`src/rtl/glossy_specular_lobe_assert.svh`:
```
// Assertion macros shared by the glossy specular lobe RTL.
`ifndef GLOSSY_SPECULAR_LOBE_ASSERT_SVH
`define GLOSSY_SPECULAR_LOBE_ASSERT_SVH
`ifndef ASSERT_OFF
`define GSL_ASSERT(lbl, prop) lbl: assert property (@(posedge clk_i) disable iff (!rst_ni) \
  prop) else $error("glossy_specular_lobe: check failed");
`define GSL_ASSERT_NEVER(lbl, cond) lbl: assert property (@(posedge clk_i) \
  disable iff (!rst_ni) !(cond)) else $error("glossy_specular_lobe: forbidden condition");
`else
`define GSL_ASSERT(lbl, prop)
`define GSL_ASSERT_NEVER(lbl, cond)
`endif
`endif

```
`src/rtl/gsl_fifo.sv`:
```
// Small first-in first-out queue built from registers.
module gsl_fifo #(
  parameter type data_t = logic,
  parameter int unsigned DEPTH = 16
) (
  input  logic  clk_i,
  input  logic  rst_ni,
  input  logic  push_i,
  input  data_t wdata_i,
  input  logic  pop_i,
  output data_t rdata_o,
  output logic  empty_o,
  output logic  full_o
);
  localparam int unsigned IW = (DEPTH > 1) ? $clog2(DEPTH) : 1;
  localparam int unsigned CW = $clog2(DEPTH + 1);

  data_t mem_q [DEPTH];
  logic [IW-1:0] wr_q, wr_d, rd_q, rd_d;
  logic [CW-1:0] cnt_q, cnt_d;
  logic do_push, do_pop;

  assign empty_o = (cnt_q == '0);
  assign full_o = (cnt_q == CW'(DEPTH));
  assign do_push = push_i && !full_o;
  assign do_pop = pop_i && !empty_o;
  assign rdata_o = mem_q[rd_q];

  always_comb begin
    wr_d = wr_q;
    rd_d = rd_q;
    cnt_d = cnt_q;
    if (do_push) begin
      wr_d = (wr_q == IW'(DEPTH - 1)) ? '0 : wr_q + IW'(1);
    end
    if (do_pop) begin
      rd_d = (rd_q == IW'(DEPTH - 1)) ? '0 : rd_q + IW'(1);
    end
    if (do_push && !do_pop) begin
      cnt_d = cnt_q + CW'(1);
    end else if (!do_push && do_pop) begin
      cnt_d = cnt_q - CW'(1);
    end
  end

  always_ff @(posedge clk_i or negedge rst_ni) begin
    if (!rst_ni) begin
      wr_q <= '0;
      rd_q <= '0;
      cnt_q <= '0;
    end else begin
      wr_q <= wr_d;
      rd_q <= rd_d;
      cnt_q <= cnt_d;
    end
  end

  always_ff @(posedge clk_i) begin
    if (do_push) begin
      mem_q[wr_q] <= wdata_i;
    end
  end
endmodule

```
`config.mk`:
```
export PLATFORM = sky130hd
export DESIGN_NAME = gsl_fifo
export DESIGN_NICKNAME = d
export VERILOG_FILES = /design/src/rtl/glossy_specular_lobe_assert.svh /design/src/rtl/gsl_fifo.sv
export SDC_FILE = /design/constraint.sdc
export NUM_CORES = 1
export LEC_CHECK = 0
export ABC_AREA = 0
export BUFFER_PORTS_ARGS = -buffer_cell sky130_fd_sc_hd__buf_2
export CORE_MARGIN = 2
export CORE_UTILIZATION = 59
export DETAILED_ROUTE_END_ITERATION = 8
export PLACE_DENSITY_LB_ADDON = 0.08
export SLEW_MARGIN = 20
export SYNTH_ARGS = -nofsm -noshare
export SYNTH_HDL_FRONTEND = slang
export SYNTH_SLANG_ARGS = --single-unit
```
`constraint.sdc`:
```
create_clock -name clk_i -period 3.3 [get_ports clk_i]
set_input_delay 0.33 -clock clk_i [delete_from_list [all_inputs] [get_ports clk_i]]
set_output_delay 0.33 -clock clk_i [all_outputs]
set_load 0.01 [all_outputs]
```
# After elaboration in Yosys (flattened, before gate mapping)

Memories as Yosys holds them, arrays and structs flattened.
Cells that the tools add are included.

Flip-flop bits (word level): 13
Memory bits (writable): 16
Input bits: 5
Output and inout bits: 3
Logic and storage cells: 27
Memories: 1

Memories:

| memory | words | bits a word | read ports | clocked after memory_dff | wr ports | RTL line       | source |
|---|---|---|---|---|---|---|---|
| mem_q  | 16    | 1           | 1          | 0                        | 1        | gsl_fifo.sv:18 | `data_t mem_q [DEPTH];` |

$add $sub $neg: 4
Eq/ne operators: 3
Mux-type cells: 6
Reductions and logical operators: 10

Operator list:

| kind                                              | number |
|---|---|
| 2-to-1 mux 5 bit                                  | 2 |
| adder 4 x 1 -> 4 bit (second input constant)      | 2 |
| == test 4 bit (second input constant)             | 2 |
| 2-to-1 mux 4 bit                                  | 2 |
| adder 5 x 1 -> 5 bit (second input constant)      | 1 |
| == test 5 bit (second input constant)             | 1 |
| zero test 5 bit                                   | 1 |
| subtractor 5 x 1 -> 5 bit (second input constant) | 1 |
| logical AND 1 bit                                 | 4 |
| zero test 1 bit                                   | 4 |
| 2-to-1 mux 1 bit                                  | 2 |
| nonzero test 2 bit                                | 1 |

# Longest topological paths before layout

Gate-level depths: netlist (run 1).

Depth in word-level cells: 7
Mapped depth: 11
Depth with buffers taken out: 10

# Least setup slack after synthesis (run 1)

No wires, ideal clock.

Path kind: reg2reg
Start: register cnt_q[1]
End: register cnt_q[4]
Data arrival time: 2546 ps
Setup slack: 674 ps
Stages on the path, launching flop included: 12
Path buffers: 1
Clock period less this slack: 2626 ps
Cell sequence: dfrtp_1 -> or4_4 -> nor2_4 -> nor2b_2 -> buf_6 -> ha_1 -> inv_1 -> ha_1 -> a21o_1 -> a21oi_1 -> mux2i_1 -> xnor2_1

Word-level cells in the longest chain between the ends: 6

RTL lines:

| item                         | RTL line       | source |
|---|---|---|
| start: declaration           | gsl_fifo.sv:20 | `logic [CW-1:0] cnt_q, cnt_d;` |
| start signal: assignment     | gsl_fifo.sv:54 | `cnt_q <= cnt_d;` |
| == test 5 bit *              | gsl_fifo.sv:24 | `assign full_o = (cnt_q == CW'(DEPTH));` |
| net full_o                   | gsl_fifo.sv:13 | `output logic full_o` |
| zero test 1 bit *            | gsl_fifo.sv:25 | `assign do_push = push_i && !full_o;` |
| logical AND 1 bit *          | gsl_fifo.sv:25 |  |
| net do_push                  | gsl_fifo.sv:21 | `logic do_push, do_pop;` |
| zero test 1 bit              | gsl_fifo.sv:41 | `end else if (!do_push && do_pop) begin` |
| logical AND 1 bit            | gsl_fifo.sv:41 |  |
| nonzero test 2 bit (no line) | n/a            |  |

Mark *: on every way through the listed nets, which the timed path passes. The rest lies on a longest branch. The select of a mux whose other input is x is not followed.
A chain may end at the register's enable or synchronous reset.

# Worst setup path after layout (run 1)

Start: register cnt_q[1]
End: register cnt_q[4]

Word-level cells in the longest chain between the ends: 6

RTL lines:

| item |
|---|
| branches (longest 6 deep; another with subtractor 5 x 1 -> 5 bit) |

Parallel ways; which one is timed is not known. The select of a mux whose other input is x is not followed.

==> qor.txt, run 1 <==
status -> finished clean
pre-CTS setup slack -> 0.5814 ns
syn_nets -> 153
multi-input logic area -> 663.1 µm²
post-route antenna net violation count -> 0
Final Hold Viols -> 0
Reg power frac -> 45.1%
Avg WL per Cell -> 15.06 µm
Sw Pwr -> 0.5656 mW
layout cells sized above 1 -> 14.38%
Worst path top cell family by delay -> simple AND/OR/NAND/NOR gates
Final period util -> 82.76%
CTS H-Tree Depth -> 2
RSZ-0062 raised after global routing -> no
most common flop cell mapped by yosys -> edfxtp_1
post-CTS setup repair buffer count -> 0
largest net degree at the start of global routing -> 17
# setup viols final -> 0
core box area -> 0.002477 mm²
required time of the critical path -> 3.55 ns
Syn. warnings -> 0
worst min path class -> in2reg
Worst slew margin -> 68.77%
vias in the first global route -> 1009
initial antenna violation count -> 0
total track usage -> 22.36%
standard-cell rows -> 18
synthesized area per cell -> 11.24 µm²
first-pass GRT wire length -> 4.464 mm
Switching Fraction -> 40.38%
Tot Pwr -> 1.401 mW
# fillers -> 211
clk buf depth -> 2
setup_tns -> 0 ns
Setup Crit Path Kind -> reg2reg
max_cap viols -> 0
die area -> 0.003035 mm²
Pint -> 0.8350 mW
TritonCTS clock tree -> yes
Die W -> 55.10 µm
Reg2Reg Setup Slack -> 0.57 ns
Max stage delay cell, worst path -> or4_4
CP startpoint kind -> register
1st-iter DRT viols -> 21
largest area contributor in the netlist -> edfxtp_1
worst path cell trace -> or4_4 > o21a_4 > clkinv_2 > ha_1 > inv_1 > ha_1 > a21o_1 > a21oi_1 > mux2i_1 > xnor2_1
nets@finish -> 161
Worst-Skew Late Latency -> 0.32 ns
most common cell in the netlist -> nand2_1
Clock Power Share -> 14.3%
chip height -> 55.10 µm
Post-synth EDFFs -> 16
port bufs -> 7
crit path time final -> 2.731 ns
post-place instance area -> 0.001573 mm²
Top-Level Pins -> 8
final instance area -> 0.001632 mm²
worst path arrival time -> 2.99 ns
Worst Setup End Kind -> register
via count -> 1014
storage element area -> 805.8 µm²
Layout area overhead -> 5.930%
Total Wirelength -> 2.650 mm
final worst slack -> 0.5689 ns
part of the power in combinational logic -> 40.6%
Pleak -> 0.6717 nW
Max Freq -> 366.2 MHz
# clock sinks -> 29
Clock Skews -> 0.007725 ns
Yosys top cell area share -> 31.19%
Pwr Density -> 858.5 mW/mm²
peak per-stage delay on the critical path -> 0.59 ns
Async SR Flop Fraction -> 44.83%
fin. max-slew vios -> 0
Post-Syn Instances -> 137
peak fanout along the critical path -> 5
Worst Path Buf+Inv -> 2
sequential area share after synthesis -> 52.32%
CTS buffer count -> 5
HPWL Detailed -> 1.907 mm
Via density -> 5.761
top cells by count, synth -> nand2_1 (17), edfxtp_1 (16), nor2_1 (15), dfrtp_1 (13), ha_1 (10)
post-synthesis register bit count -> 29
top cells by area, synth -> edfxtp_1 (31%), dfrtp_1 (21%), ha_1 (8.1%), nand2_1 (4.1%), nor2_1 (3.7%)
diode count -> 0
Clock transition at path regs -> 0.09 ns
grt ovf -> 0
Post-Syn Area -> 0.001540 mm²
total iterations of the first detailed-routing run -> 4
cell repeated most along the worst path -> ha_1
clock root cell -> clkbuf_4
Netlist cell types -> 36
routability cong. -> 0.8414
post-route core utilization -> 65.86%
DRC Markers -> 0
initial core utilization -> 62.17%
VDD IR max -> 0.5896 mV
slew of the pin with the lowest slew margin -> 0.4685 ns
## flip-flops by register name, indices dropped and copies added (netlist names)
register	flops
mem_q	16
cnt_q	5
rd_q	4
wr_q	4
## cells by family after synthesis
kind of cell | after synthesis | share of synthesized area [%]
AOI/OAI and AO/OA | 19 | 8.367
xor gates and xnor gates | 6 | 3.412
adders and majority gates | 11 | 9.423
buffers and inverters | 15 | 4.630
DFF | 29 | 52.32
muxes | 7 | 6.255
and+or+nand+nor | 50 | 15.60
## cell type report
class                   count  area share [%]
clock buffers               7           2.761
clock inverters             1          0.2301
inverters                   8           1.917
multi-input cells          93           40.64
flip-flops and latches     29           49.39
well taps                  30           2.301
repair buffers              8           2.761
## routing by layer
layer  global-route usage, %  wire (µm)
met5                       0          0
met4                   7.317         15
met3                   8.065        111
met2                   38.69       1376
met1                   25.61       1146
## worst paths after layout
path | depth (start not counted) | to | from
max | 10 | cnt_q[4] | cnt_q[1]
min | 4 | rd_q[1] | pop_i
max reg2reg | 10 | cnt_q[4] | cnt_q[1]
min reg2reg | 1 | cnt_q[0] | cnt_q[0]
max in group asynchronous | 2 | wr_q[2] | rst_ni
min in group asynchronous | 2 | cnt_q[4] | rst_ni
## repair_timing
action,in CTS,in global routing
hold buffers,1,0
hold endpoints to repair,13,0
gates resized for setup,0,0
## metrics by stage
stage               instances  hold WS [ns]
floorplan                 137       0.03441
global placement          167        0.2355
detailed placement        167        0.2438
CTS                       176        0.3474
global route              176        0.3577
finish                    176        0.3549
## worst min-delay path, delay by kind of cell
kind | cells | cell delay, ns
buffers and inverters | 1 | 0.08
AOI/OAI and AO/OA | 1 | 0.13
and+or+nand+nor | 2 | 0.10
## power groups by stage
stage	Combinational [mW]	Sequential, mW	Clock [mW]
after floorplan	0.541	0.543	0
after global placement	0.555	0.632	0
after detailed placement	0.567	0.641	0
after CTS	0.574	0.633	0.207
after global routing	0.652	0.654	0.221
final	0.569	0.631	0.200
## placed cells by master (no fill, tap or decap), types with 2 or more instances in the layout
master / n
nand2_1: 17
edfxtp_1: 16
nor2_1: 15
dfrtp_1: 13
ha_1: 10
inv_1: 7
o21ai_0: 7
buf_2: 7
nor3_1: 5
xnor2_1: 5
clkbuf_4: 5
mux2i_1: 4
nand3_1: 4
a21o_1: 3
a21oi_1: 3
nand2b_1: 2
a311oi_1: 2
mux4_2: 2
clkbuf_1: 2
Note: power is estimated with default switching activity, not from simulation.
==> run 2, diff against run 1 <==
Clock period 3.3 ns to 2.8 ns, I/O delays scaled along.
==> run 2 against run 1 <==
Net effect: clock power is 17% higher; clock skew decreased by 0.00080 ns; maximum frequency up 2.3%; sequential cell count stayed put; sequential share of layout area decreased by 0.64 points; worst setup slack lost 0.44 ns; core utilization grew 0.86 points; first-iteration DRC count unchanged; non-clock buffer count grew 2; critical endpoint unchanged; largest power group unchanged.
==> qor.txt, run 2 (synthesis results as in run 1) <==
status -> finished clean
commonest cells after routing, fill and taps aside -> nand2_1 (17), edfxtp_1 (16), nor2_1 (15)
chip height -> 55.10 µm
port bufs -> 7
Max Freq -> 374.5 MHz
crit path time final -> 2.670 ns
DP Cell Count -> 167
Clock Skews -> 0.006920 ns
Tot Pwr -> 1.684 mW
setup_tns -> 0 ns
via count -> 1027
Clock Power Share -> 14.0%
Avg WL per Cell -> 15.02 µm
Pwr Density -> 1019 mW/mm²
Pleak -> 0.6802 nW
Clock transition at path regs -> 0.09 ns
max_cap viols -> 0
part of the power in combinational logic -> 42.1%
grt ovf -> 0
worst min path class -> in2reg
Top-Level Pins -> 8
CTS H-Tree Depth -> 2
worst hold slack -> 0.3069 ns
vias in the first global route -> 1009
Final period util -> 95.37%
TritonCTS clock tree -> yes
Total Wirelength -> 2.674 mm
fin cells -> 178
Pint -> 1.008 mW
Setup Crit Path Kind -> reg2reg
max FFs per register -> 16
Worst slew margin -> 68.78%
fin. max-slew vios -> 0
Via density -> 5.770
nets@finish -> 163
Die W -> 55.10 µm
worst path cell trace -> or4_4 > o21a_4 > clkinv_2 > ha_2 > inv_1 > ha_1 > a21o_1 > a21oi_2 > mux2i_1 > xnor2_1
Reg power frac -> 43.9%
commonest non-fill, non-tap cell in the layout -> nand2_1
Switching Fraction -> 40.14%
required time of the critical path -> 3.05 ns
clk buf depth -> 2
total track usage -> 22.36%
layout cells sized above 1 -> 16.89%
biggest regs -> mem_q: 16 flops, cnt_q: 5 flops
Worst Setup End Kind -> register
post-route antenna net violation count -> 0
die area -> 0.003035 mm²
Worst-Skew Late Latency -> 0.32 ns
1st-iter DRT viols -> 21
HPWL Detailed -> 1.907 mm
clock root cell -> clkbuf_4
CTS buffer count -> 5
standard-cell rows -> 18
diode count -> 0
DRC Markers -> 0
worst path arrival time -> 2.92 ns
largest net degree at the start of global routing -> 17
VDD IR max -> 0.6729 mV
peak fanout along the critical path -> 5
Max stage delay cell, worst path -> or4_4
peak per-stage delay on the critical path -> 0.58 ns
# clock sinks -> 29
Final Hold Viols -> 0
Sw Pwr -> 0.6759 mW
CP startpoint kind -> register
routability cong. -> 0.8414
Largest Register -> mem_q
slew of the pin with the lowest slew margin -> 0.4683 ns
RSZ-0062 raised after global routing -> no
core box area -> 0.002477 mm²
Layout area overhead -> 7.311%
first-pass GRT wire length -> 4.464 mm
total iterations of the first detailed-routing run -> 4
initial antenna violation count -> 0
# setup viols final -> 0
initial core utilization -> 62.17%
run 2: cell count changes in the layout (fill, tap and decap cells not counted), sizes merged:
| cell | delta |
|---|---|
| buf | +2 |
run 2: routing by layer:
metal  share of wire (%)  global-route usage, %  up-vias  wire length, µm
met5                   0                      0        -                0
met4                0.56                  7.317        0               15
met3                 4.1                  8.065        2              109
met2                  53                  38.69       18             1406
met1                  43                  25.61      512             1143
li1                    -                      -      495                -
run 2: critical path, delay by kind of cell (launching register included):
| kind | cells | cell delay (ns) |
|---|---|---|
| mux | 1 | 0.23 |
| flops | 1 | 0.41 |
| xor+xnor | 1 | 0.13 |
| compound gates | 3 | 0.56 |
| simple gates | 1 | 0.58 |
| buf+inv | 2 | 0.17 |
| fa+ha+maj | 2 | 0.51 |
run 2: final timing paths:
check,start,to,slack [ns],cells after the start
setup / recovery,cnt_q[1],cnt_q[4],0.13,10
hold / removal,pop_i,rd_q[1],0.31,4
setup reg to reg,cnt_q[1],cnt_q[4],0.13,10
hold reg to reg,cnt_q[1],cnt_q[1],0.53,2
max in group asynchronous,rst_ni,wr_q[2],2.19,2
min in group asynchronous,rst_ni,cnt_q[4],0.37,2
run 2: layout make-up:
class | count | area [µm²]
fillers | 212 | 824.5
clock inverters | 1 | 3.754
flip-flops and latches | 29 | 805.8
clock buffers | 7 | 45.04
inverters | 8 | 31.28
multi-input cells | 93 | 669.4
well taps | 30 | 37.54
repair buffers | 10 | 60.06
run 2: power by group through the flow:
stage / registers [mW] / clock network [mW] / logic, mW
global placement: 0.744 / 0 / 0.654
floorplan: 0.639 / 0 / 0.637
finish: 0.739 / 0.235 / 0.710
global route: 0.764 / 0.260 / 0.808
CTS: 0.746 / 0.244 / 0.677
detailed placement: 0.756 / 0 / 0.669
run 2: per-stage QoR:
step,utilization [%],worst slack (ns),instance area (µm²)
finish,66.72,0.1296,1653
global route,66.72,0.004311,1653
CTS,65.86,0.05249,1632
detailed placement,63.48,0.08136,1573
global placement,63.48,0.1649,1573
floorplan,-,0.1736,1540
run 2: what timing repair did:
action                                  CTS  global route
hold endpoints to repair                 13             0
gates resized for setup                   0             2
hold buffers                              1             0
setup buffers                             0             2
endpoints found under the setup margin    0             1
==> run 3, diff against run 2 <==
Settings changed: ABC_AREA 0 to 1, CORE_UTILIZATION 59 to 60.
==> run 3 against run 2 <==
Net effect: power increased by 5.6%; area after synthesis increased by 10%; sequential cell count unchanged; worst setup slack improved by 0.37 ns; combinational power increased by 14%; design area increased by 10%; routed wire length increased by 12%; synthesized cell count increased by 46%; largest cell class unchanged.
==> qor.txt, run 3 <==
status -> finished clean
highest metal used -> met4
# setup viols final -> 0
Worst-Skew Late Latency -> 0.33 ns
r2r worst-path depth -> 14
final instance area -> 0.001818 mm²
Worst Path Buf+Inv -> 2
VDD IR max -> 0.7034 mV
worst hold slack -> 0.2246 ns
Via density -> 5.233
initial antenna violation count -> 0
first-pass GRT wire length -> 5.354 mm
routability cong. -> 0.8888
post-CTS setup repair buffer count -> 0
RSZ-0062 raised after global routing -> no
cell repeated most along the worst path -> nand2_1
peak fanout along the critical path -> 8
CTS buffer count -> 5
Avg WL per Cell -> 12.26 µm
fin cells -> 245
Final period util -> 82.20%
metal2 WL -> 1.508 mm
Layout area overhead -> 7.232%
grt ovf -> 0
clk buf depth -> 2
1st-iter DRT viols -> 113
initial core utilization -> 62.56%
largest net degree at the start of global routing -> 17
Clock Skews -> 0.009473 ns
Max stage delay cell, worst path -> dfrtp_1
required time of the critical path -> 3.03 ns
met1 WL -> 1.318 mm
Final Hold Viols -> 0
top cells by area, synth -> edfxtp_1 (28%), dfrtp_1 (19%), nand2_1 (14%), ha_1 (7.4%), inv_1 (5.8%)
CP startpoint kind -> register
max_cap viols -> 0
Post-Syn Area -> 0.001695 mm²
Pleak -> 0.9044 nW
Max Freq -> 434.5 MHz
Syn. warnings -> 0
Die W -> 57.16 µm
post-synthesis register bit count -> 29
metal3 WL -> 104 µm
Top-Level Pins -> 8
Post-synth EDFFs -> 16
biggest regs -> mem_q: 16 flops, cnt_q: 5 flops
Yosys top cell area share -> 28.34%
crit path time final -> 2.302 ns
Worst Hold End -> rd_q[1]
Worst slew margin -> 70.86%
# clock sinks -> 29
Clock transition at path regs -> 0.10 ns
clock root cell -> clkbuf_4
hold path start -> pop_i
top cells by count, synth -> nand2_1 (63), inv_1 (26), nor2_1 (25), edfxtp_1 (16), nand3_1 (15)
vias in the first global route -> 1230
die area -> 0.003267 mm²
Hold Crit Depth -> 3
Netlist cell types -> 21
nets@finish -> 229
max FFs per register -> 16
diode count -> 0
CTS H-Tree Depth -> 2
commonest non-fill, non-tap cell in the layout -> nand2_1
Worst Setup End Kind -> register
most common flop cell mapped by yosys -> edfxtp_1
largest area contributor in the netlist -> edfxtp_1
layout cells sized above 1 -> 11.68%
Worst path top cell family by delay -> simple AND/OR/NAND/NOR gates
post-place instance area -> 0.001753 mm²
most common cell in the netlist -> nand2_1
slew of the pin with the lowest slew margin -> 0.4371 ns
Pwr Density -> 977.8 mW/mm²
Total Wirelength -> 3.004 mm
fin. max-slew vios -> 0
Crit path depth -> 14
worst reg2reg path startpoint -> cnt_q[2]
DRC Markers -> 0
worst path arrival time -> 2.53 ns
worst min path class -> in2reg
core box area -> 0.002710 mm²
chip height -> 57.16 µm
commonest cells after routing, fill and taps aside -> nand2_1 (63), inv_1 (26), nor2_1 (25)
post-route core utilization -> 67.08%
HPWL Detailed -> 2.281 mm
worst path cell trace -> nor2_2 > nand4_1 > nand2_4 > ha_1 > inv_1 > ha_1 > nand2_1 > nand2_1 > inv_1 > nand2_1 > nand2_1 > nand2_1 > nand2_1 > nand2_1
Async SR Flop Fraction -> 44.83%
syn_nets -> 216
total iterations of the first detailed-routing run -> 4
standard-cell rows -> 19
total track usage -> 21.80%
Largest Register -> mem_q
TritonCTS clock tree -> yes
Post-Syn Instances -> 200
setup_tns -> 0 ns
peak per-stage delay on the critical path -> 0.44 ns
port bufs -> 7
Setup Crit Path Kind -> reg2reg
DP Cell Count -> 236
sequential area share after synthesis -> 47.53%
synthesized area per cell -> 8.477 µm²
post-route antenna net violation count -> 0
capture point of the worst reg-to-reg path -> cnt_q[4]
Reg2Reg Setup Slack -> 0.50 ns
via count -> 1282
run 3: cell count changes in the layout (fill, tap and decap cells not counted), sizes merged, moves of 3 or more:
| cell | before | now |
|---|---|---|
| nor2 | 16 | 26 |
| nand3 | 5 | 15 |
| inv | 7 | 28 |
| mux2i | 4 | 0 |
| nor3 | 5 | 0 |
| a21oi | 3 | 0 |
| nand4 | 0 | 4 |
| a21o | 3 | 0 |
| nand2 | 17 | 69 |
run 3: where the power goes:
part | total, mW | internal (mW) | switching [mW]
Combinational | 0.809 | 0.321 | 0.488
Clock | 0.246 | 0.0944 | 0.152
Sequential | 0.723 | 0.562 | 0.161
Total | 1.78 | 0.977 | 0.801
run 3: what timing repair did:
action / in CTS / in global routing
hold buffers: 1 / 0
hold endpoints to repair: 13 / 0
resized for setup: 0 / 0
run 3: worst reg2reg max path: stages (launching register included):
cell and delay, ns:
dfrtp_1 0.44, nor2_2 0.15, nand4_1 0.22, nand2_4 0.18, ha_1 0.27, inv_1 0.13, ha_1 0.36, nand2_1 0.09
nand2_1 0.07, inv_1 0.05, nand2_1 0.04, nand2_1 0.05, nand2_1 0.05, nand2_1 0.06, nand2_1 0.05
run 3: kinds of logic after synthesis:
family	share of synthesized area, %
AND/OR/NAND/NOR	30.55
buffers and inverters	7.601
flip-flops	47.53
adder cells (fa/ha/maj)	8.561
AO/OA/AOI/OAI	2.657
XOR/XNOR	3.100
run 3: area by class of cell:
type,count,area [µm²]
repair buffers,8,45.04
clock inverters,3,17.52
multi-input cells,141,760.7
clock buffers,5,37.54
inverters,28,112.6
flip-flops and latches,29,805.8
well taps,31,38.79
fillers,220,892.1
run 3: through the flow:
step                total power [mW]  setup WS [ns]
floorplan                      1.352         0.8072
finish                         1.778         0.4984
CTS                            1.796         0.5100
global placement               1.502         0.6710
global route                   1.937         0.3150
detailed placement             1.538         0.5218
run 3: worst max-delay path by stage:
| stage | slack [ns] | endpoint | startpoint |
|---|---|---|---|
| after CTS | 0.51 | cnt_q[4] | cnt_q[1] |
| final | 0.50 | cnt_q[4] | cnt_q[2] |
| after global routing | 0.32 | cnt_q[4] | cnt_q[2] |
| after floorplan | 0.81 | cnt_q[4] | cnt_q[1] |
| after global placement | 0.67 | cnt_q[4] | cnt_q[1] |
| after detailed placement | 0.52 | cnt_q[4] | cnt_q[1] |
run 3: layer usage:
layer | up-vias | GRT usage (%)
met1 | 592 | 26.10
met4 | 0 | 12.96
li1 | 657 | -
met5 | - | 0
met2 | 25 | 35.47
met3 | 8 | 5.669
